[src/hw/rtl/mpfb_pkg.sv]
package mpfb_pkg;

    localparam int COLUMNS     = 128;
    localparam int PAGES       = 8;
    localparam int ROWS        = 8 * PAGES;
    localparam int STORE_SIZE  = COLUMNS * PAGES;
    localparam int ADDR_W      = $clog2(STORE_SIZE);
    localparam int COL_W       = $clog2(COLUMNS);
    localparam int PAGE_W      = (PAGES > 1) ? $clog2(PAGES) : 1;
    localparam int STEP_W      = $clog2(COLUMNS + 3);
    localparam int QUEUE_DEPTH = 2;
    localparam int QPTR_W      = $clog2(QUEUE_DEPTH);
    localparam int QCNT_W      = $clog2(QUEUE_DEPTH + 1);

    localparam logic [7:0] CMD_PAGE_BASE = 8'hB0;
    localparam logic [7:0] CMD_COL_HIGH  = 8'h10;
    localparam logic [7:0] CMD_COL_LOW   = 8'h00;
    localparam logic [6:0] CTRL_CMD      = 7'h00;
    localparam logic [6:0] CTRL_DATA     = 7'h40;

    typedef enum logic [1:0] {
        MODE_DRAW    = 2'd0,
        MODE_CLEAR   = 2'd1,
        MODE_BITMAP  = 2'd2,
        MODE_REFRESH = 2'd3
    } t_mode;

    typedef enum logic [2:0] {
        OP_SET_BIT,
        OP_CLR_BIT,
        OP_WRITE_BYTE,
        OP_CLEAR,
        OP_EMIT_CMD,
        OP_EMIT_DATA
    } t_op;

    // data holds the byte to write, the command byte, or the bit index
    typedef struct packed {
        t_op               op;
        logic [ADDR_W-1:0] addr;
        logic [7:0]        data;
        logic              last;
    } t_cmd;

    function automatic logic [7:0] reverse_byte(input logic [7:0] b);
        logic [7:0] r;
        for (int i = 0; i < 8; i++) begin
            r[i] = b[7-i];
        end
        return r;
    endfunction

endpackage

[src/hw/rtl/mpfb_in_if.sv]
interface mpfb_in_if;
    logic       valid;
    logic       ready;
    logic [1:0] mode;
    logic [7:0] x;
    logic [7:0] y;
    logic [7:0] dot;
    logic [2:0] page;
    logic [7:0] bitmap_byte;

    modport source (output valid, mode, x, y, dot, page, bitmap_byte, input ready);
    modport sink (input valid, mode, x, y, dot, page, bitmap_byte, output ready);
endinterface

[src/hw/rtl/mpfb_front.sv]
module mpfb_front (
    input  logic           i_clk,
    input  logic           i_rst_n,
    mpfb_in_if.sink        i_in,
    input  logic           i_full,
    input  logic           i_init_busy,
    output logic           o_push,
    output mpfb_pkg::t_cmd o_cmd
);
    import mpfb_pkg::*;

    logic [PAGE_W-1:0] r_page, n_page;
    logic [STEP_W-1:0] r_step, n_step;
    logic              accept;
    logic [COL_W-1:0]  col;

    assign i_in.ready = !i_full && !i_init_busy;
    assign accept     = i_in.valid && i_in.ready;
    assign col        = COL_W'(r_step - STEP_W'(3));

    always_comb begin
        n_page = r_page;
        n_step = r_step;
        o_push = 1'b0;
        o_cmd  = '{op: OP_WRITE_BYTE, addr: '0, data: '0, last: 1'b0};
        unique case (t_mode'(i_in.mode))
            MODE_DRAW: begin
                if (int'(i_in.x) < COLUMNS && int'(i_in.y) < ROWS &&
                    (i_in.dot == 8'd0 || i_in.dot == 8'd1)) begin
                    o_push     = accept;
                    o_cmd.op   = (i_in.dot == 8'd1) ? OP_SET_BIT : OP_CLR_BIT;
                    o_cmd.addr = ADDR_W'(int'(i_in.y[7:3]) * COLUMNS + int'(i_in.x));
                    o_cmd.data = {5'b0, i_in.y[2:0]};
                end
            end
            MODE_CLEAR: begin
                o_push   = accept;
                o_cmd.op = OP_CLEAR;
            end
            MODE_BITMAP: begin
                if (int'(i_in.x) < COLUMNS && int'(i_in.page) < PAGES) begin
                    o_push     = accept;
                    o_cmd.addr = ADDR_W'(int'(i_in.page) * COLUMNS + int'(i_in.x));
                    o_cmd.data = reverse_byte(i_in.bitmap_byte);
                end
            end
            MODE_REFRESH: begin
                o_push = accept;
                if (r_step == STEP_W'(0)) begin
                    o_cmd.op   = OP_EMIT_CMD;
                    o_cmd.data = 8'(int'(CMD_PAGE_BASE) + int'(r_page));
                end else if (r_step == STEP_W'(1)) begin
                    o_cmd.op   = OP_EMIT_CMD;
                    o_cmd.data = CMD_COL_HIGH;
                end else if (r_step == STEP_W'(2)) begin
                    o_cmd.op   = OP_EMIT_CMD;
                    o_cmd.data = CMD_COL_LOW;
                end else begin
                    o_cmd.op   = OP_EMIT_DATA;
                    o_cmd.addr = ADDR_W'(int'(r_page) * COLUMNS + int'(col));
                    o_cmd.last = (int'(col) == COLUMNS - 1) && (int'(r_page) == PAGES - 1);
                end
                if (accept) begin
                    if (int'(r_step) >= COLUMNS + 2) begin
                        n_step = '0;
                        n_page = (int'(r_page) == PAGES - 1) ? '0 : PAGE_W'(int'(r_page) + 1);
                    end else begin
                        n_step = r_step + STEP_W'(1);
                    end
                end
            end
        endcase
    end

    always_ff @(posedge i_clk) begin
        if (!i_rst_n) begin
            r_page <= '0;
            r_step <= '0;
        end else begin
            r_page <= n_page;
            r_step <= n_step;
        end
    end

endmodule

[src/flat_wrapper.sv]
// flat-port wrapper written by rule: the top's interface ports become plain ports
module mpfb_front_flat import mpfb_pkg::*;
  (i_clk, i_rst_n, i_full, i_init_busy, o_push, o_cmd, i_in_valid, i_in_mode, i_in_x, i_in_y, i_in_dot, i_in_page, i_in_bitmap_byte, i_in_ready);
  mpfb_in_if i_in_i ();
  input  logic i_clk;
  input  logic i_rst_n;
  input  logic i_full;
  input  logic i_init_busy;
  output logic o_push;
  output mpfb_pkg::t_cmd o_cmd;
  input wire logic [$bits(i_in_i.valid)-1:0] i_in_valid;
  input wire logic [$bits(i_in_i.mode)-1:0] i_in_mode;
  input wire logic [$bits(i_in_i.x)-1:0] i_in_x;
  input wire logic [$bits(i_in_i.y)-1:0] i_in_y;
  input wire logic [$bits(i_in_i.dot)-1:0] i_in_dot;
  input wire logic [$bits(i_in_i.page)-1:0] i_in_page;
  input wire logic [$bits(i_in_i.bitmap_byte)-1:0] i_in_bitmap_byte;
  output wire logic [$bits(i_in_i.ready)-1:0] i_in_ready;
  assign i_in_i.valid = i_in_valid;
  assign i_in_i.mode = i_in_mode;
  assign i_in_i.x = i_in_x;
  assign i_in_i.y = i_in_y;
  assign i_in_i.dot = i_in_dot;
  assign i_in_i.page = i_in_page;
  assign i_in_i.bitmap_byte = i_in_bitmap_byte;
  assign i_in_ready = i_in_i.ready;
  mpfb_front u_core (.i_clk(i_clk), .i_rst_n(i_rst_n), .i_in(i_in_i), .i_full(i_full), .i_init_busy(i_init_busy), .o_push(o_push), .o_cmd(o_cmd));
endmodule
[config.mk]
export PLATFORM = sky130hd
export DESIGN_NAME = mpfb_front_flat
export DESIGN_NICKNAME = d
export VERILOG_FILES = /design/src/hw/rtl/mpfb_pkg.sv /design/src/hw/rtl/mpfb_in_if.sv /design/src/hw/rtl/mpfb_front.sv /design/src/flat_wrapper.sv
export SDC_FILE = /design/constraint.sdc
export NUM_CORES = 1
export LEC_CHECK = 0
export BUFFER_PORTS_ARGS = -buffer_cell sky130_fd_sc_hd__buf_2
export CORE_MARGIN = 2
export CORE_UTILIZATION = 40
export DETAILED_ROUTE_END_ITERATION = 8
export PLACE_DENSITY = 0.76
export SYNTH_ARGS = -nofsm -noshare
export SYNTH_HDL_FRONTEND = slang
export SYNTH_SLANG_ARGS = --single-unit
[constraint.sdc]
create_clock -name i_clk -period 1.65 [get_ports i_clk]
set_input_delay 0.0825 -clock i_clk [delete_from_list [all_inputs] [get_ports i_clk]]
set_output_delay 0.0825 -clock i_clk [all_outputs]
set_load 0.005 [all_outputs]
### Word-level counts from Yosys, hierarchy flattened

Cells that the tools add are included.

* eq/ne operators: 8
* add/sub/neg operators: 7
* mux-type cells: 22
* magnitude comparators: 3
* reductions and logical operators: 14

Operators with widths (number)
* 18-bit one-hot mux with 3 select lines: 1
* 10-bit 2-to-1 mux: 3
* 21-bit 2-to-1 mux: 1
* 10-bit by 8-bit adder with 10-bit output: 2
* 18-bit 2-to-1 mux: 1
* 8-bit by 1-bit == test with 1-bit output, second input constant: 2
* 8-bit logical NOT: 2
* 8-bit 2-to-1 mux: 2
* 10-bit by 7-bit adder with 10-bit output: 1
* 3-bit 2-to-1 mux: 3
* 3-bit one-hot mux with 3 select lines: 1
* 8-bit by 1-bit adder with 8-bit output, second input constant: 1
* 8-bit by 3-bit adder with 8-bit output, first input constant: 1
* 8-bit by 2-bit == test with 1-bit output, second input constant: 1
* 8-bit >= comparator, second input constant: 1
* 8-bit by 7-bit < comparator with 1-bit output, second input constant: 1
* 8-bit < comparator, second input constant: 1
* 1-bit 2-to-1 mux: 8
* 7-bit by 1-bit == test with 1-bit output, second input constant: 1
* 7-bit by 2-bit subtractor with 7-bit output, second input constant: 1
* 1-bit logical AND: 5
* 5-bit 2-to-1 mux: 1
* 2-bit == test, second input constant: 2
* 3-bit by 1-bit adder with 3-bit output, second input constant: 1
* 9 further kinds: 10

* register bits after elaboration: 11
* logic and storage cells: 56
* input port bits: 42
* output and inout bits: 24

### Depth between registers and ports, before layout

* depth after elaboration: 7
* gate-level depth with buffers: 6
* gate-level depth less buffers: 6

### Worst setup path after synthesis

No wires, ideal clock.

* kind: flip-flop to output port
* from: reg u_core.r_step[3]
* to: out o_cmd[18] (netlist bit)
* cell stages (with the launch flop): 6
* data arrival time: 1.781 ns
* path slack: -0.214 ns
* required time: 1.567 ns
* cell sequence: dfxtp_1 -> buf_6 -> or4_4 -> o41ai_4 -> inv_2 -> a221o_1

RTL lines
* from (decl): RTL line mpfb_front.sv:13 `logic [STEP_W-1:0] r_step, n_step;`
* from (signal assigned): RTL line mpfb_front.sv:81 `r_step <= n_step;`
* to (decl): RTL line flat_wrapper.sv:10 `output mpfb_pkg::t_cmd o_cmd;`

==> run_results.csv <==
group,metric,value,unit
logic_synthesis,synth_edf_count,0,
critical_path,crit_fanout,4,
timing,skew,0.00509,ns
global_routing,grt_pass1_wl,6.11,mm
logic_synthesis,yosys_register_bits,11,
run_status,outcome,"complete, but fails checks",
timing,slew_headroom,0.752,
critical_path,endpoint_kind,"output port",
timing,setup_viol,29,
logic_synthesis,ys_warn_count,0,
floorplanning,io_pins,66,
clock_network,cts_sinks,11,
logic_synthesis,synth_ff_type,"dfxtp_1",
placed_design,placed_cell_area,1680,µm²
min_path,min_to,"u_core.r_page[0]",
drt,wl_per_cell,15.2,µm
global_routing,grt_pass1_vias,1428,
timing,fmax,457,MHz
final_layout,mostFrequentLayoutCells,"buf_2, buf_4, nor2_1",
clock_network,cts.reportedPaths.clkPinSlew,0.07,ns
clock_network,clock_path_buffers,2,
global_routing,grtUsageTotal,0.229,
critical_path,cp_cell_sequence,"or4_4 -> o41ai_4 -> clkinvlp_2 -> a22o_2 -> buf_2",
logic_synthesis,syn_nets,194,
power_and_ir_drop,vdd_drop_max,353,µV
min_path,hold_path_depth,2,
drt,ant_nets,0,
final_layout,antenna_cells,0,
min_path,worstHoldPathType,"in -> reg",
final_layout,final_common_cell,"buf_2",
logic_synthesis,synth-seq-area-share,0.187,
timing,min_period_over_period,1.33,
placed_design,gp_congestion,0.853,
drt,viasPerCell,5.41,
final_layout,final_core_util,0.707,
final_layout,fin_cells,274,
clock_network,cts_tree,"done",
critical_path,r2r_setup_slack,-0.26,ns
critical_path,crit_required,1.57,ns
floorplanning,dieArea,3390,µm²
drt,vias,1481,
final_layout,drive_gt1_frac,0.601,
power_and_ir_drop,power,0.627,mW
global_routing,antenna_found_initial,0,
floorplanning,die_h,58.2,µm
clock_network,insertion_delay,0.27,ns
logic_synthesis,syn_inst,143,
critical_path,cp_slowest_cell,"or4_4",
placed_design,dp.cells,258,
power_and_ir_drop,power_density,319,nW/µm²
global_routing,grt_max_degree,11,
floorplanning,start_util,0.423,
clock_network,cts_buffers,3,
timing,finalWorstSetupSlack,-0.537,ns
floorplanning,die_w,58.2,µm
timing,tightest_slew,0.371,ns
critical_path,startpoint_type,"flip-flop",
final_layout,finalNetCount,295,
floorplanning,placementRows,19,
timing,min_period,2.19,ns
logic_synthesis,syn-mean-instance-area,8.22,µm²
clock_network,htreeDepth,1,
placed_design,port_buffers,65,
power_and_ir_drop,switchingPower,0.167,mW
power_and_ir_drop,swShare,0.267,
critical_path,r2r_cells,9,
critical_path,reg2reg_to,"u_core.r_page[0]",
power_and_ir_drop,pwr-share-seq,0.423,
critical_path,critPathMaxStageDelay,0.56,ns
logic_synthesis,synth_area,1180,µm²
drt,wirelength_met1,1.70,mm
drt,dr_wl_met3,127,µm
logic_synthesis,synthArstFlopShare,0,
logic_synthesis,synthDistinctLibCells,46,
timing,slew_violations,0,
power_and_ir_drop,p_comb_frac,0.289,
run_status,violations,"negative setup slack",
critical_path,worst_ep_arrival_time,2.10,ns
drt,initialDrtViolationCount,33,
drt,first_pass_iters,5,
power_and_ir_drop,clkPwrFrac,0.287,
placed_design,place_ws,-0.282,ns
drt,drc,0,
global_routing,overflow,0,
drt,routed_wl,4.17,mm
floorplanning,coreArea,2780,µm²
power_and_ir_drop,leakage,0.998,nW
clock_network,cts_hold_buf,0,
clock_network,cts_root_buffer,"clkbuf_4",
critical_path,reg2reg_from,"u_core.r_step[5]",
min_path,min_from,"i_rst_n",
final_layout,syn_to_final_growth,67.2,%
final_layout,final_area,1970,µm²
placed_design,dp_hpwl,2.95,mm
drt,highest_layer,"met4",
final_layout,fillers,217,
drt,wl_met2,2.30,mm
timing,rsz0062_at_grt,"true",
timing,hold_viol,0,
job,cap_viol_max_count,0,
critical_path,crit_type,"reg -> out",
power_and_ir_drop,p_int,0.460,mW
-- worst max-delay path by stage --
stage,startpoint,cells past startpoint,to
finish,u_core.r_step[5],5,o_cmd[13]
global route,u_core.r_step[5],5,o_cmd[13]
global placement,u_core.r_step[2],5,o_cmd[18]
floorplan,u_core.r_step[3],5,o_cmd[18]
CTS,u_core.r_step[5],5,o_cmd[13]
detailed placement,u_core.r_step[2],5,o_cmd[18]
-- registers in the layout, summed over array words and instances, names as in the netlist --
signal	cells
u_core.r_page	3
u_core.r_step	8
-- repair_timing --
action | in CTS | in global routing
gates resized for setup | 34 | 16
gates cloned | 1 | 0
setup endpoints to repair | 28 | 29
buffers inserted | 4 | 9
pin swaps | 23 | 11
-- Yosys cell counts, types with 2 or more instances --
| library cell | instances | share of area |
|---|---|---|
| a221o_2 | 2 | 0.019 |
| ha_1 | 9 | 0.096 |
| and2_1 | 6 | 0.032 |
| nor2b_1 | 2 | 0.011 |
| a22o_1 | 3 | 0.022 |
| nor3_1 | 6 | 0.026 |
| and4_1 | 3 | 0.022 |
| nor4_1 | 4 | 0.021 |
| dfxtp_1 | 11 | 0.19 |
| nor2_1 | 16 | 0.051 |
| nand3_1 | 6 | 0.026 |
| inv_1 | 3 | 0.0096 |
| mux2i_1 | 2 | 0.017 |
| nand2_1 | 11 | 0.035 |
| a21o_1 | 5 | 0.032 |
| buf_6 | 4 | 0.038 |
| a22o_2 | 6 | 0.051 |
| xor2_1 | 7 | 0.052 |
| xnor2_1 | 8 | 0.060 |
| clkbuf_1 | 3 | 0.0096 |
-- area by class of cell --
type / instances / area (µm²) / area share
timing repair inverter: 1 / 5.00 / 0.00254
multi-input combinational: 120 / 993 / 0.505
inverter: 5 / 21.3 / 0.0108
tap: 31 / 38.8 / 0.0197
clock buffer: 4 / 26.3 / 0.0134
sequential: 11 / 230 / 0.117
timing repair buffer: 102 / 652 / 0.331
-- metrics by stage --
step	setup TNS [ns]	hold slack (ns)
final	-9.15	0.151
after floorplan	-1.20	0.204
after global routing	-11.01	0.146
after CTS	-6.26	0.134
after detailed placement	-2.18	0.404
after global placement	-1.37	0.397
-- critical path: cells and delay by family (launching register included) --
| family | cells | cell delay [ns] |
|---|---|---|
| simple gates | 1 | 0.56 |
| buf+inv | 2 | 0.37 |
| compound gates | 2 | 0.57 |
| flops | 1 | 0.33 |
-- kinds of logic after synthesis --
group           after synthesis  synth area share
flops                        11             0.187
simple gates                 63             0.282
xor+xnor                     15             0.112
mux                           2            0.0170
fa+ha+maj                     9            0.0957
compound gates               31             0.243
buf+inv                      12            0.0638
-- metal layers --
layer / up-vias / global-route usage
met4: 0 / 0.0399
met5: - / 0
li1: 727 / -
met3: 6 / 0.0402
met2: 39 / 0.414
met1: 709 / 0.287
-- power by group through the flow --
stage	combinational, mW	sequential (mW)	clock [mW]
after floorplan	0.0610	0.273	0
after global placement	0.161	0.273	0
after detailed placement	0.163	0.273	0
after CTS	0.173	0.266	0.187
after global routing	0.197	0.265	0.206
final	0.182	0.265	0.180
Power figures use the tool's default switching activity.
