$ cat src/hw/rtl/mpfb_pkg.sv
package mpfb_pkg;

    localparam int COLUMNS     = 128;
    localparam int PAGES       = 8;
    localparam int ROWS        = 8 * PAGES;
    localparam int STORE_SIZE  = COLUMNS * PAGES;
    localparam int ADDR_W      = $clog2(STORE_SIZE);
    localparam int COL_W       = $clog2(COLUMNS);
    localparam int PAGE_W      = (PAGES > 1) ? $clog2(PAGES) : 1;
    localparam int STEP_W      = $clog2(COLUMNS + 3);
    localparam int QUEUE_DEPTH = 2;
    localparam int QPTR_W      = $clog2(QUEUE_DEPTH);
    localparam int QCNT_W      = $clog2(QUEUE_DEPTH + 1);

    localparam logic [7:0] CMD_PAGE_BASE = 8'hB0;
    localparam logic [7:0] CMD_COL_HIGH  = 8'h10;
    localparam logic [7:0] CMD_COL_LOW   = 8'h00;
    localparam logic [6:0] CTRL_CMD      = 7'h00;
    localparam logic [6:0] CTRL_DATA     = 7'h40;

    typedef enum logic [1:0] {
        MODE_DRAW    = 2'd0,
        MODE_CLEAR   = 2'd1,
        MODE_BITMAP  = 2'd2,
        MODE_REFRESH = 2'd3
    } t_mode;

    typedef enum logic [2:0] {
        OP_SET_BIT,
        OP_CLR_BIT,
        OP_WRITE_BYTE,
        OP_CLEAR,
        OP_EMIT_CMD,
        OP_EMIT_DATA
    } t_op;

    // data holds the byte to write, the command byte, or the bit index
    typedef struct packed {
        t_op               op;
        logic [ADDR_W-1:0] addr;
        logic [7:0]        data;
        logic              last;
    } t_cmd;

    function automatic logic [7:0] reverse_byte(input logic [7:0] b);
        logic [7:0] r;
        for (int i = 0; i < 8; i++) begin
            r[i] = b[7-i];
        end
        return r;
    endfunction

endpackage

$ cat src/hw/rtl/mpfb_queue.sv
module mpfb_queue (
    input  logic           i_clk,
    input  logic           i_rst_n,
    input  logic           i_push,
    input  mpfb_pkg::t_cmd i_cmd,
    output logic           o_full,
    output logic           o_valid,
    output mpfb_pkg::t_cmd o_cmd,
    input  logic           i_pop
);
    import mpfb_pkg::*;

    t_cmd              r_entry [QUEUE_DEPTH];
    logic [QPTR_W-1:0] r_wr_ptr;
    logic [QPTR_W-1:0] r_rd_ptr;
    logic [QCNT_W-1:0] r_count;
    logic              do_push;
    logic              do_pop;

    assign o_full  = (r_count == QCNT_W'(QUEUE_DEPTH));
    assign o_valid = (r_count != '0);
    assign o_cmd   = r_entry[r_rd_ptr];
    assign do_push = i_push && !o_full;
    assign do_pop  = i_pop && o_valid;

    always_ff @(posedge i_clk) begin
        if (do_push) begin
            r_entry[r_wr_ptr] <= i_cmd;
        end
    end

    always_ff @(posedge i_clk) begin
        if (!i_rst_n) begin
            r_wr_ptr <= '0;
            r_rd_ptr <= '0;
            r_count  <= '0;
        end else begin
            if (do_push) begin
                r_wr_ptr <= (int'(r_wr_ptr) == QUEUE_DEPTH - 1) ? '0 : r_wr_ptr + QPTR_W'(1);
            end
            if (do_pop) begin
                r_rd_ptr <= (int'(r_rd_ptr) == QUEUE_DEPTH - 1) ? '0 : r_rd_ptr + QPTR_W'(1);
            end
            if (do_push && !do_pop) begin
                r_count <= r_count + QCNT_W'(1);
            end else if (do_pop && !do_push) begin
                r_count <= r_count - QCNT_W'(1);
            end
        end
    end

endmodule

$ cat config.mk
export PLATFORM = sky130hd
export DESIGN_NAME = mpfb_queue
export DESIGN_NICKNAME = d
export VERILOG_FILES = /design/src/hw/rtl/mpfb_pkg.sv /design/src/hw/rtl/mpfb_queue.sv
export SDC_FILE = /design/constraint.sdc
export NUM_CORES = 1
export LEC_CHECK = 0
export ABC_CLOCK_PERIOD_IN_PS = 2050
export BUFFER_PORTS_ARGS = -buffer_cell sky130_fd_sc_hd__buf_4
export CORE_ASPECT_RATIO = 0.75
export CORE_MARGIN = 3
export CORE_UTILIZATION = 30
export DETAILED_ROUTE_END_ITERATION = 10
export MAX_ROUTING_LAYER = met4
export PLACE_DENSITY_LB_ADDON = 0.25
export RECOVER_POWER = 25
export SYNTH_ARGS = -nofsm -noshare
export SYNTH_HDL_FRONTEND = slang
export SYNTH_SLANG_ARGS = --single-unit
$ cat constraint.sdc
create_clock -name i_clk -period 2.05 [get_ports i_clk]
set_input_delay 0.205 -clock i_clk [delete_from_list [all_inputs] [get_ports i_clk]]
set_output_delay 0.205 -clock i_clk [all_outputs]
set_load 0.05 [all_outputs]
* Yosys cells after proc, flatten, opt, wreduce, memory -nomap -nowiden *
Memories as Yosys holds them, arrays and structs flattened. A register that Yosys moved wholly into a read port is not among the register bits.
Index checks and enable logic that the tools add are counted.

word-level totals
  memories = 1
  memory bits (writable) = 44
  logic and storage cells = 26
  latch bits = 0
  bits of input ports = 26
  bits in read-only memories = 0
  output and inout port bits = 24
  bits in registers = 4

memory list
  memory   depth  width  read ports  clocked after memory_dff  wr ports  line              text
  r_entry  2      22     1           1                         1         mpfb_queue.sv:13  t_cmd r_entry [QUEUE_DEPTH];

operators by class
  shift operators = 0
  eq/ne operators = 1
  $mul = 0
  reduce and logical (&&, ||, !) cells = 9
  $add $sub $neg = 4
  order comparisons = 0
  bitwise logic cells = 0
  multiplexer cells = 8
  div/mod/pow operators = 0

operators with widths
  kind                                                                 count
  1-bit two-way mux                                                    6
  1-bit logical AND                                                    4
  2-bit two-way mux                                                    2
  2-bit nonzero test                                                   2
  1-bit logical NOT                                                    3
  1-bit adder (second input constant)                                  2
  2-bit by 1-bit adder with 2-bit output (second input constant)       1
  2-bit == test (second input constant)                                1
  2-bit by 1-bit subtractor with 2-bit output (second input constant)  1

* Depth between registers and ports, before layout *
Gate-level depths: netlist (run 1).

  depth after elaboration = 7
  mapped depth = 7
  mapped depth without buffers = 7

* Worst setup path before layout (run 1) *
Ideal clock, no wire load.

  path kind = register to register
  start point = register r_count[0]
  end point = memory r_entry[0][0] in the netlist's numbering, enable pin
  cell stages (with the launch flop) = 4
  required time = 1.651 ns
  data arrival time = 1.609 ns
  slack = 0.042 ns
  path buffers = 0
  library setup time = 0.399 ns
  period minus slack after synthesis = 2.008 ns
  cells stage by stage = dfxtp_1 -> nand2b_1 -> inv_2 -> nor3_2

on the way
  word-level cells in the longest chain between the ends = 5

ends and longest elaborated chain
  element                                  line              text
  start: declaration                       mpfb_queue.sv:16  logic [QCNT_W-1:0] r_count;
  start signal: assignment                 mpfb_queue.sv:45  r_count <= r_count + QCNT_W'(1);
  start signal: assignment                 mpfb_queue.sv:47  r_count <= r_count - QCNT_W'(1);
  2-bit == test                            mpfb_queue.sv:20  assign o_full = (r_count == QCNT_W'(QUEUE_DEPTH));
  net o_full                               mpfb_queue.sv:6   output logic o_full,
  1-bit logical NOT                        mpfb_queue.sv:23  assign do_push = i_push && !o_full;
  1-bit logical AND                        mpfb_queue.sv:23
  1-bit two-way mux                        mpfb_queue.sv:27  if (do_push) begin
  1-bit two-way mux (not written as such)  mpfb_queue.sv:28  r_entry[r_wr_ptr] <= i_cmd;
  end: declaration                         mpfb_queue.sv:13

The timed path passes the listed nets, and every way through them passes these cells.

==> results of run 1 <==
-- state kept, by name (all words and copies together), names as in the netlist, named ones only --
register  cells
r_count       2
r_entry      44
r_wr_ptr      1
r_rd_ptr      1
-- power breakdown --
group	internal, W	switching, W
Sequential	0.00126	0.0000530
Combinational	0.000486	0.000904
Clock	0.000396	0.000299
-- logic make-up after synthesis --
logic type	after synthesis	synth area share, %
AOI/OAI and AO/OA	5	1.79
and+or+nand+nor	9	3.17
buffers and inverters	4	0.964
muxes	22	13.6
xor gates and xnor gates	3	1.45
DFF	49	78.3
adders and majority gates	1	0.689
-- worst max path at each step --
stage                     cells after the start            end       start
after detailed placement                      6     r_count[1]  r_count[0]
after global routing                          6     r_count[1]  r_count[0]
after global placement                        6     r_count[1]  r_count[0]
after CTS                                     3       o_cmd[6]    register
final                                         3       o_cmd[6]    register
after floorplan                               3  r_entry[0][0]  r_count[0]
-- cells in the final DEF, fill, tap and decap left out, drive strengths merged --
| cell | Yosys | final |
|---|---|---|
| or2 | 1 | 1 |
| mux2 | 22 | 22 |
| inv | 2 | 2 |
| clkbuf | 0 | 21 |
| and2 | 3 | 3 |
| and3 | 1 | 1 |
| ha | 1 | 1 |
| xnor2 | 2 | 2 |
| nor2 | 1 | 1 |
| clkinvlp | 0 | 1 |
| or3 | 1 | 1 |
| buf | 2 | 38 |
| nand2b | 1 | 1 |
| o21ai | 2 | 2 |
| dfxtp | 5 | 5 |
| edfxtp | 44 | 44 |
| o21a | 1 | 1 |
| a21boi | 2 | 2 |
| nor3 | 1 | 1 |
| bufinv | 0 | 1 |
| xor2 | 1 | 1 |
-- routing by layer --
metal,share of wire (%),up-vias,global-route usage [%]
li1,-,470,-
met1,44,470,12.0
met2,48,37,16.9
met3,7.2,2,3.48
met4,0.52,0,2.37
met5,0,-,-
-- worst max-delay path, stage by stage, from the launching register on --
cell and delay (ns):
dfxtp_1 0.34, buf_4 0.22, mux2_2 0.38, buf_4 0.19
-- final cells by class --
cell class              count  area (um^2)
clock buffers               6         82.6
clock inverters             2         37.5
fillers                   539         3170
inverters                   2         7.51
multi-input cells          40          383
flip-flops and latches     49         1420
well taps                  75         93.8
repair buffers             53          390
-- metrics by stage --
stage	setup slack (ns)	hold WS (ns)	instances	total power [W]	utilization (%)
detailed placement	0.438	0.393	219	0.00275	41.3
CTS	0.402	0.0758	227	0.00345	43.4
floorplan	0.0417	0.304	93	0.00232	-
global route	0.316	0.0834	227	0.00356	43.3
global placement	0.575	0.390	219	0.00271	41.3
finish	0.418	0.0971	227	0.00340	43.3
==> metrics.cfg, run 1 <==
[synthesis]
synth_top_area_share_pct=72.8
synth_common_cells=edfxtp_1 (44), mux2_2 (22), dfxtp_1 (5), and2_1 (3)
synth_most_common_cell=edfxtp_1
ys_warn_count=0
synth_edf_count=44
synth_fp_nets=120
synth_top_area_cell=edfxtp_1
syn-mean-instance-area_um2=19.5
ys.flop_type=edfxtp_1
synth_area_um2=1820
synth_cell_type_count=21
ys_seq_elements=49
synth-seq-area-share_pct=78.3
synthCells=93
synth-async-reset-ratio_pct=0
ys_top_cells_by_area=edfxtp_1 (73%), mux2_2 (14%), dfxtp_1 (5.5%), and2_1 (1.0%), xnor2_1 (0.96%)

[sta]
fin_tns_setup_ns=0
fmax_ghz=0.613
hold_violations=0
period_share_pct=79.6
worst_pin_slew_ns=0.332
setup_viol_count_final=0
report.final.slew_viol_count=0
layout_min_cycle_time_ns=1.63
slew_headroom_pct=77.8
grt_setup_unrepaired=false
finClkSkew_ns=0.00518

[global_route]
grt_first_pass_wirelength_um=5110
grt_pass1_vias=1079
grt_overflow_total=0
antenna_found_initial=0
gr-usage-all-layers_pct=10.2
grt_max_degree=24

[clock_tree]
cts.path.max_buffers=2
insertion_delay_ns=0.29
ctsHoldBuffers=0
cts_tree=yes
cts_buffers=5
cts_sinks=49
post_cts_resized=0
cts_root_buf=clkbuf_8
clkTransAtPathRegs_ns=0.08
htree_levels=2
cts_setup_buffers=0

[place]
dp_hpwl_um=2320
place.gp.congestion=0.651
place_area_um2=2300
numPortBuffers=49

[min_path]
hold_class=primary input to register
min_to=r_entry[1][2]
whs_path_depth=1
worstHoldStart=i_cmd[2]

[route]
vias_per_cell=4.31
routed_wl_um=3290
drcViolationCount=0
vias=979
routedWlPerCell_um=14.5
drt_iter0_drc=28
firstDrtPassIters=2
ant_nets=0

[worst_setup_path]
critical_path_class=register to output pin
rrSetupSlack_ns=0.42
arrival_ns=1.43
setup.worst_path.start_class=register
r2r_end=r_count[1]
crit_path_end_kind=output pin
worstReg2RegStart=r_count[0]
r2r_cells=6
worstPathMaxFanout=12
crit_required_ns=1.85

[pwr]
p_leak_nw=0.902
max-vdd-ir-drop_mv=0.508
power.density_nw_per_um2=1410

[die]
rows=23
core_um2=5580
start_util_pct=32.5
die-height_um=73.4
die-area_um2=7030
die_x_um=95.8
boundaryPins=50

[cells_and_area]
antenna_cells=0
drive_gt1_share_pct=55.3
area_growth_pct=33.1
nNetsFinal=178
fin_area_um2=2420

[outcome]
status=finished clean

[run]
drv_cap=0

No activity file was read; power rests on OpenSTA's default activity.
==> run 2, diff against run 1 <==
Settings changed: ABC_CLOCK_PERIOD_IN_PS 2050 to 1300.
Clock period 2.05 ns to 1.3 ns, I/O delays scaled along.
==> metrics.cfg, run 2 (synthesized netlist as in run 1, its figures left out) <==
[outcome]
status=finished, violations left
violations=negative setup slack

[route]
routedWlPerCell_um=15.3  ; +5.7%
vias_per_cell=4.31  ; about the same
drt_iter0_drc=41  ; +46%
routed_wl_um=3730  ; +13%
vias=1048  ; +7.0%
firstDrtPassIters=4  ; +2
ant_nets=0  ; unchanged
drcViolationCount=0  ; unchanged

[clock_tree]
insertion_delay_ns=0.29  ; about the same
cts_root_buf=clkbuf_8
ctsHoldBuffers=0  ; unchanged
cts_tree=yes
cts_sinks=49  ; unchanged
cts_buffers=5  ; unchanged
htree_levels=2  ; unchanged
clkTransAtPathRegs_ns=0.08  ; about the same
cts.path.max_buffers=2  ; unchanged

[pwr]
power.density_nw_per_um2=2160  ; +53%
power.total_w=0.00634  ; +87%
p_leak_nw=1.15  ; +28%
max-vdd-ir-drop_mv=0.976  ; +92%

[worst_setup_path]
worstPathMaxFanout=7  ; -5
cpPeakStageDelay_ns=0.41  ; +0.03 ns
crit_buf_inv=2  ; unchanged
r2r_end=r_entry[0][0]
crit_required_ns=1.17  ; -0.68 ns
critPathTopFamily=flip-flops
setup.worst_path.start_class=register
worstReg2RegStart=r_count[0]
rrSetupSlack_ns=-0.16  ; -0.58 ns
arrival_ns=1.34  ; -0.09 ns
setup.worst_path.end=o_cmd[14]
critical_path_class=register to output pin
worstPathCellList=buf_8, mux2_4, buf_8
crit_top_cell=buf_8
crit_path_end_kind=output pin
path_depth=3  ; unchanged
cpMaxStageDelayCell=dfxtp_4
r2r_cells=6  ; unchanged

[global_route]
grt_first_pass_wirelength_um=5930  ; +16%
grt_pass1_vias=1179  ; +9.3%
antenna_found_initial=0  ; unchanged
grt_max_degree=14  ; -42%
gr-usage-all-layers_pct=11.9  ; +1.7 points
grt_overflow_total=0  ; unchanged

[cells_and_area]
largest_registers=r_entry: 44 flops, r_count: 2 flops
fin_util_pct=52.7  ; +9.4 points
multiInputGateArea_um2=504  ; +32%
register_area_um2=1430  ; +0.62%
antenna_cells=0  ; unchanged
drive_gt1_share_pct=63.7  ; +8.4 points
mostFrequentLayoutCells=edfxtp_1 (44), buf_8 (26), mux2_4 (22)
top_register=r_entry
nFillCells=466  ; -14%
layout_commonest_cell=edfxtp_1
finalNonFillerCells=243  ; +7.0%
largest_reg_flops=44  ; unchanged
area_growth_pct=62.0
nNetsFinal=194  ; +9.0%

[sta]
slew_headroom_pct=84.2  ; +6.4 points
setup_viol_count_final=49  ; +49
grt_setup_unrepaired=true
layout_min_cycle_time_ns=1.47
fmax_ghz=0.682
worst_pin_slew_ns=0.236  ; -0.0967 ns
period_share_pct=113
finClkSkew_ns=0.00198  ; -0.00320 ns
worst_slack_ns=-0.165  ; -0.584 ns
report.final.slew_viol_count=0  ; unchanged
fin_hold_ws_ns=0.0209  ; -0.0761 ns
fin_tns_setup_ns=-5.78  ; -5.78 ns
hold_violations=0  ; unchanged

[min_path]
hold_class=primary input to register

[place]
place.gp.congestion=0.639  ; -1.8%
dp.cells=228  ; +4.1%
dp_hpwl_um=2440  ; +5.1%
numPortBuffers=49  ; unchanged

[die]
die-height_um=73.4  ; unchanged
core_um2=5580  ; unchanged
start_util_pct=32.5  ; unchanged
die_x_um=95.8  ; unchanged
die-area_um2=7030  ; unchanged
boundaryPins=50  ; unchanged
rows=23  ; unchanged

[run]
drv_cap=0  ; unchanged

==> run 2: cell count changes in the layout (fill, tap and decap cells not counted), moves of 2 or more <==
cell | previous run | this run
buf_8 | 0 | 26
clkbuf_4 | 13 | 6
buf_12 | 0 | 2
buf_6 | 0 | 12
mux2_4 | 0 | 22
dfxtp_4 | 0 | 2
dfxtp_1 | 5 | 2
buf_4 | 38 | 21
mux2_2 | 22 | 0
==> run 2: final cells by class <==
class | instances | share of cell area (%)
sequential | 49 | 48.6
clock buffer | 8 | 2.72
inverter | 2 | 0.425
timing repair buffer | 69 | 27.9
multi-input combinational | 40 | 17.1
tap | 75 | 3.19
==> run 2: how the worst min path moves through the flow <==
stage                     startpoint             end  slack, ns  cells past startpoint
after floorplan             i_cmd[0]   r_entry[0][0]       0.23                      0
after global routing       i_cmd[13]  r_entry[0][13]       0.01                      1
after CTS                   i_cmd[2]   r_entry[0][2]      0.008                      1
final                      i_cmd[13]  r_entry[0][13]       0.02                      1
after global placement     i_cmd[15]  r_entry[1][15]       0.32                      1
after detailed placement    i_cmd[9]   r_entry[0][9]       0.32                      1
==> run 2: power by group <==
group | switching (W) | internal (W) | total (W)
logic | 0.00169 | 0.00171 | 0.00340
registers | 0.000124 | 0.00201 | 0.00213
clock network | 0.000431 | 0.000382 | 0.000813
total | 0.00225 | 0.00409 | 0.00634
==> run 2: timing repair <==
item	CTS	global route
setup endpoints to repair	46	71
pin swaps	7	4
cloned	3	1
endpoints found under the hold margin	0	0
gates resized for setup	92	10
buffers inserted	2	3
==> run 2: metal layers <==
layer	vias up	routed length, um	GRT usage, %
li1	499	-	-
met1	501	1490	13.4
met2	40	1900	20.0
met3	8	261	3.68
met4	0	72	4.42
met5	-	0	-
==> run 2: metrics by stage <==
step | instance area [um^2] | setup WS (ns)
finish | 2940 | -0.165
detailed placement | 2410 | -0.166
global placement | 2410 | -0.0661
global route | 2940 | -0.206
floorplan | 1840 | -0.292
CTS | 2880 | -0.182
==> run 2: worst register-to-register path: cells and delay by family, from the launching register on <==
family | cells | cell delay (ns)
flip-flops | 1 | 0.36
buffers and inverters | 4 | 0.42
AND/OR/NAND/NOR | 2 | 0.40
==> run 3, diff against run 2 <==
--- a/config.mk
+++ b/config.mk
@@ -10,5 +10,5 @@
 export CORE_ASPECT_RATIO = 0.75
 export CORE_MARGIN = 3
-export CORE_UTILIZATION = 30
+export CORE_UTILIZATION = 40
 export DETAILED_ROUTE_END_ITERATION = 10
 export MAX_ROUTING_LAYER = met4
==> constraint.sdc (replaced) <==
create_clock -name i_clk -period 1.3 [get_ports i_clk]
set_input_delay 0.195 -clock i_clk [delete_from_list [all_inputs] [get_ports i_clk]]
set_output_delay 0.195 -clock i_clk [all_outputs]
set_load 0.05 [all_outputs]
==> metrics.cfg, run 3 (synthesized netlist as in run 1, its figures left out) <==
[outcome]
status=finished, violations left
violations=negative setup slack

[sta]
setup_viol_count_final=48  ; -2.0%
layout_min_cycle_time_ns=1.53  ; +0.0667 ns
grt_setup_unrepaired=true
fmax_ghz=0.653  ; -4.4%
period_share_pct=118  ; +5.1 points
hold_violations=0  ; unchanged
report.final.slew_viol_count=0  ; unchanged
slew_headroom_pct=80.0  ; -4.2 points
finClkSkew_ns=0.00456  ; +0.00258 ns
worst_slack_ns=-0.232  ; -0.0667 ns
worst_pin_slew_ns=0.298  ; +0.0627 ns

[clock_tree]
htree_levels=2  ; unchanged
cts_sinks=49  ; unchanged
cts_tree=yes
clkTransAtPathRegs_ns=0.08  ; about the same
insertion_delay_ns=0.29  ; about the same
ctsHoldBuffers=0  ; unchanged
cts_buffers=5  ; unchanged
cts_root_buf=clkbuf_8
cts.path.max_buffers=2  ; unchanged

[die]
start_util_pct=43.2  ; +11 points
die_x_um=83.8  ; -13%
die-area_um2=5390  ; -23%
boundaryPins=50  ; unchanged
core_um2=4200  ; -25%
rows=20  ; -13%
die-height_um=64.3  ; -12%

[min_path]
worstHoldStart=i_cmd[3]
whs_path_depth=1  ; unchanged
hold_class=primary input to register
min_to=r_entry[1][3]

[worst_setup_path]
crit_buf_inv=2  ; unchanged
r2r_cells=6  ; unchanged
setup.worst_path.start_class=register
worstReg2RegStart=r_count[0]
critical_path_class=register to output pin
worstPathMaxFanout=6  ; -1
critPathTopFamily=flip-flops
arrival_ns=1.34  ; about the same
r2r_end=r_count[1]
cpPeakStageDelay_ns=0.41  ; about the same
crit_path_end_kind=output pin
crit_required_ns=1.11  ; -0.06 ns
worstPathCellList=buf_8, mux2_4, buf_6
cpMaxStageDelayCell=dfxtp_4
rrSetupSlack_ns=-0.15  ; about the same

[place]
place_area_um2=2390  ; -0.73%
numPortBuffers=49  ; unchanged
dp.cells=209  ; -8.3%
dp_hpwl_um=2410  ; -1.1%
place.gp.congestion=0.774  ; +21%

[run]
drv_cap=0  ; unchanged

[cells_and_area]
largest_registers=r_entry: 44 flops, r_count: 2 flops
largest_reg_flops=44  ; unchanged
layout_commonest_cell=edfxtp_1
area_growth_pct=61.1
fin_area_um2=2930  ; -0.55%
top_register=r_entry
mostFrequentLayoutCells=edfxtp_1 (44), buf_8 (24), mux2_4 (22)
drive_gt1_share_pct=66.5  ; +2.8 points
multiInputGateArea_um2=520  ; +3.2%
nFillCells=290  ; -38%
fin_util_pct=69.6  ; +17 points
register_area_um2=1430  ; +0.17%
nNetsFinal=193  ; -0.52%
antenna_cells=0  ; unchanged
finalNonFillerCells=222  ; -8.6%

[route]
firstDrtPassIters=4  ; unchanged
drcViolationCount=0  ; unchanged
routedWlPerCell_um=16.1  ; +5.0%
routed_wl_um=3570  ; -4.1%
vias=1044  ; -0.38%
drt_iter0_drc=12  ; -71%
ant_nets=0  ; unchanged
vias_per_cell=4.70  ; +9.0%

[global_route]
gr-usage-all-layers_pct=14.5  ; +2.6 points
grt_first_pass_wirelength_um=5620  ; -5.2%
grt_overflow_total=0  ; unchanged
antenna_found_initial=0  ; unchanged
grt_pass1_vias=1172  ; -0.59%
grt_max_degree=15  ; +1

[pwr]
p_leak_nw=1.15  ; +0.24%
max-vdd-ir-drop_mv=1.51  ; +55%
power.density_nw_per_um2=2250  ; +4.4%

[run 3: worst reg2reg max path, delay by kind of cell (launching register included)]
family | cells | cell delay [ns]
AOI/OAI and AO/OA | 1 | 0.13
adders and majority gates | 1 | 0.22
buffers and inverters | 1 | 0.06
DFF | 1 | 0.37
and+or+nand+nor | 3 | 0.61
[run 3: layout make-up]
class,instances,share of cell area [%]
Sequential cell,49,49.0
Clock buffer,7,2.95
Multi-Input combinational cell,40,17.8
Timing Repair Buffer,68,26.5
Tap cell,55,2.35
Inverter,2,0.428
Clock inverter,1,1.03
[run 3: per-layer routing]
layer | routed length (um) | track usage (%)
met3 | 230 | 5.15
met5 | 0 | -
met4 | 72 | 5.82
met2 | 1760 | 22.8
met1 | 1510 | 17.0
[run 3: worst max-delay path by stage]
stage | startpoint | endpoint | slack [ns] | cells past startpoint
after floorplan | r_count[0] | r_entry[0][0] | -0.29 | 3
after global placement | r_count[0] | r_count[1] | -0.04 | 7
after detailed placement | r_count[0] | r_count[1] | -0.17 | 6
after CTS | register | o_cmd[14] | -0.25 | 3
after global routing | register | o_cmd[4] | -0.27 | 3
final | register | o_cmd[4] | -0.23 | 3
[run 3: where the power goes]
| part | internal, W | switching (W) | leakage, nW |
|---|---|---|---|
| Combinational | 0.00168 | 0.00169 | 0.642 |
| Sequential | 0.00201 | 0.000124 | 0.454 |
| Clock | 0.000627 | 0.000455 | 0.0585 |
| Total | 0.00432 | 0.00227 | 1.15 |
[run 3: metrics by stage]
| stage | hold slack (ns) | setup WS [ns] | setup TNS [ns] | total power (W) |
|---|---|---|---|---|
| after floorplan | 0.294 | -0.292 | -6.83 | 0.00371 |
| after global placement | 0.379 | -0.0420 | -0.220 | 0.00447 |
| after detailed placement | 0.385 | -0.166 | -0.789 | 0.00453 |
| after CTS | 0.0711 | -0.252 | -6.53 | 0.00626 |
| after global routing | 0.0709 | -0.271 | -8.95 | 0.00685 |
| final | 0.0836 | -0.232 | -6.72 | 0.00658 |
[run 3: repair_timing]
action | 4_1_cts | 5_1_grt
setup buffers | 2 | 1
gates resized for setup | 64 | 36
pin swaps | 4 | 2
cloned | 2 | 1
setup endpoints to repair | 55 | 71
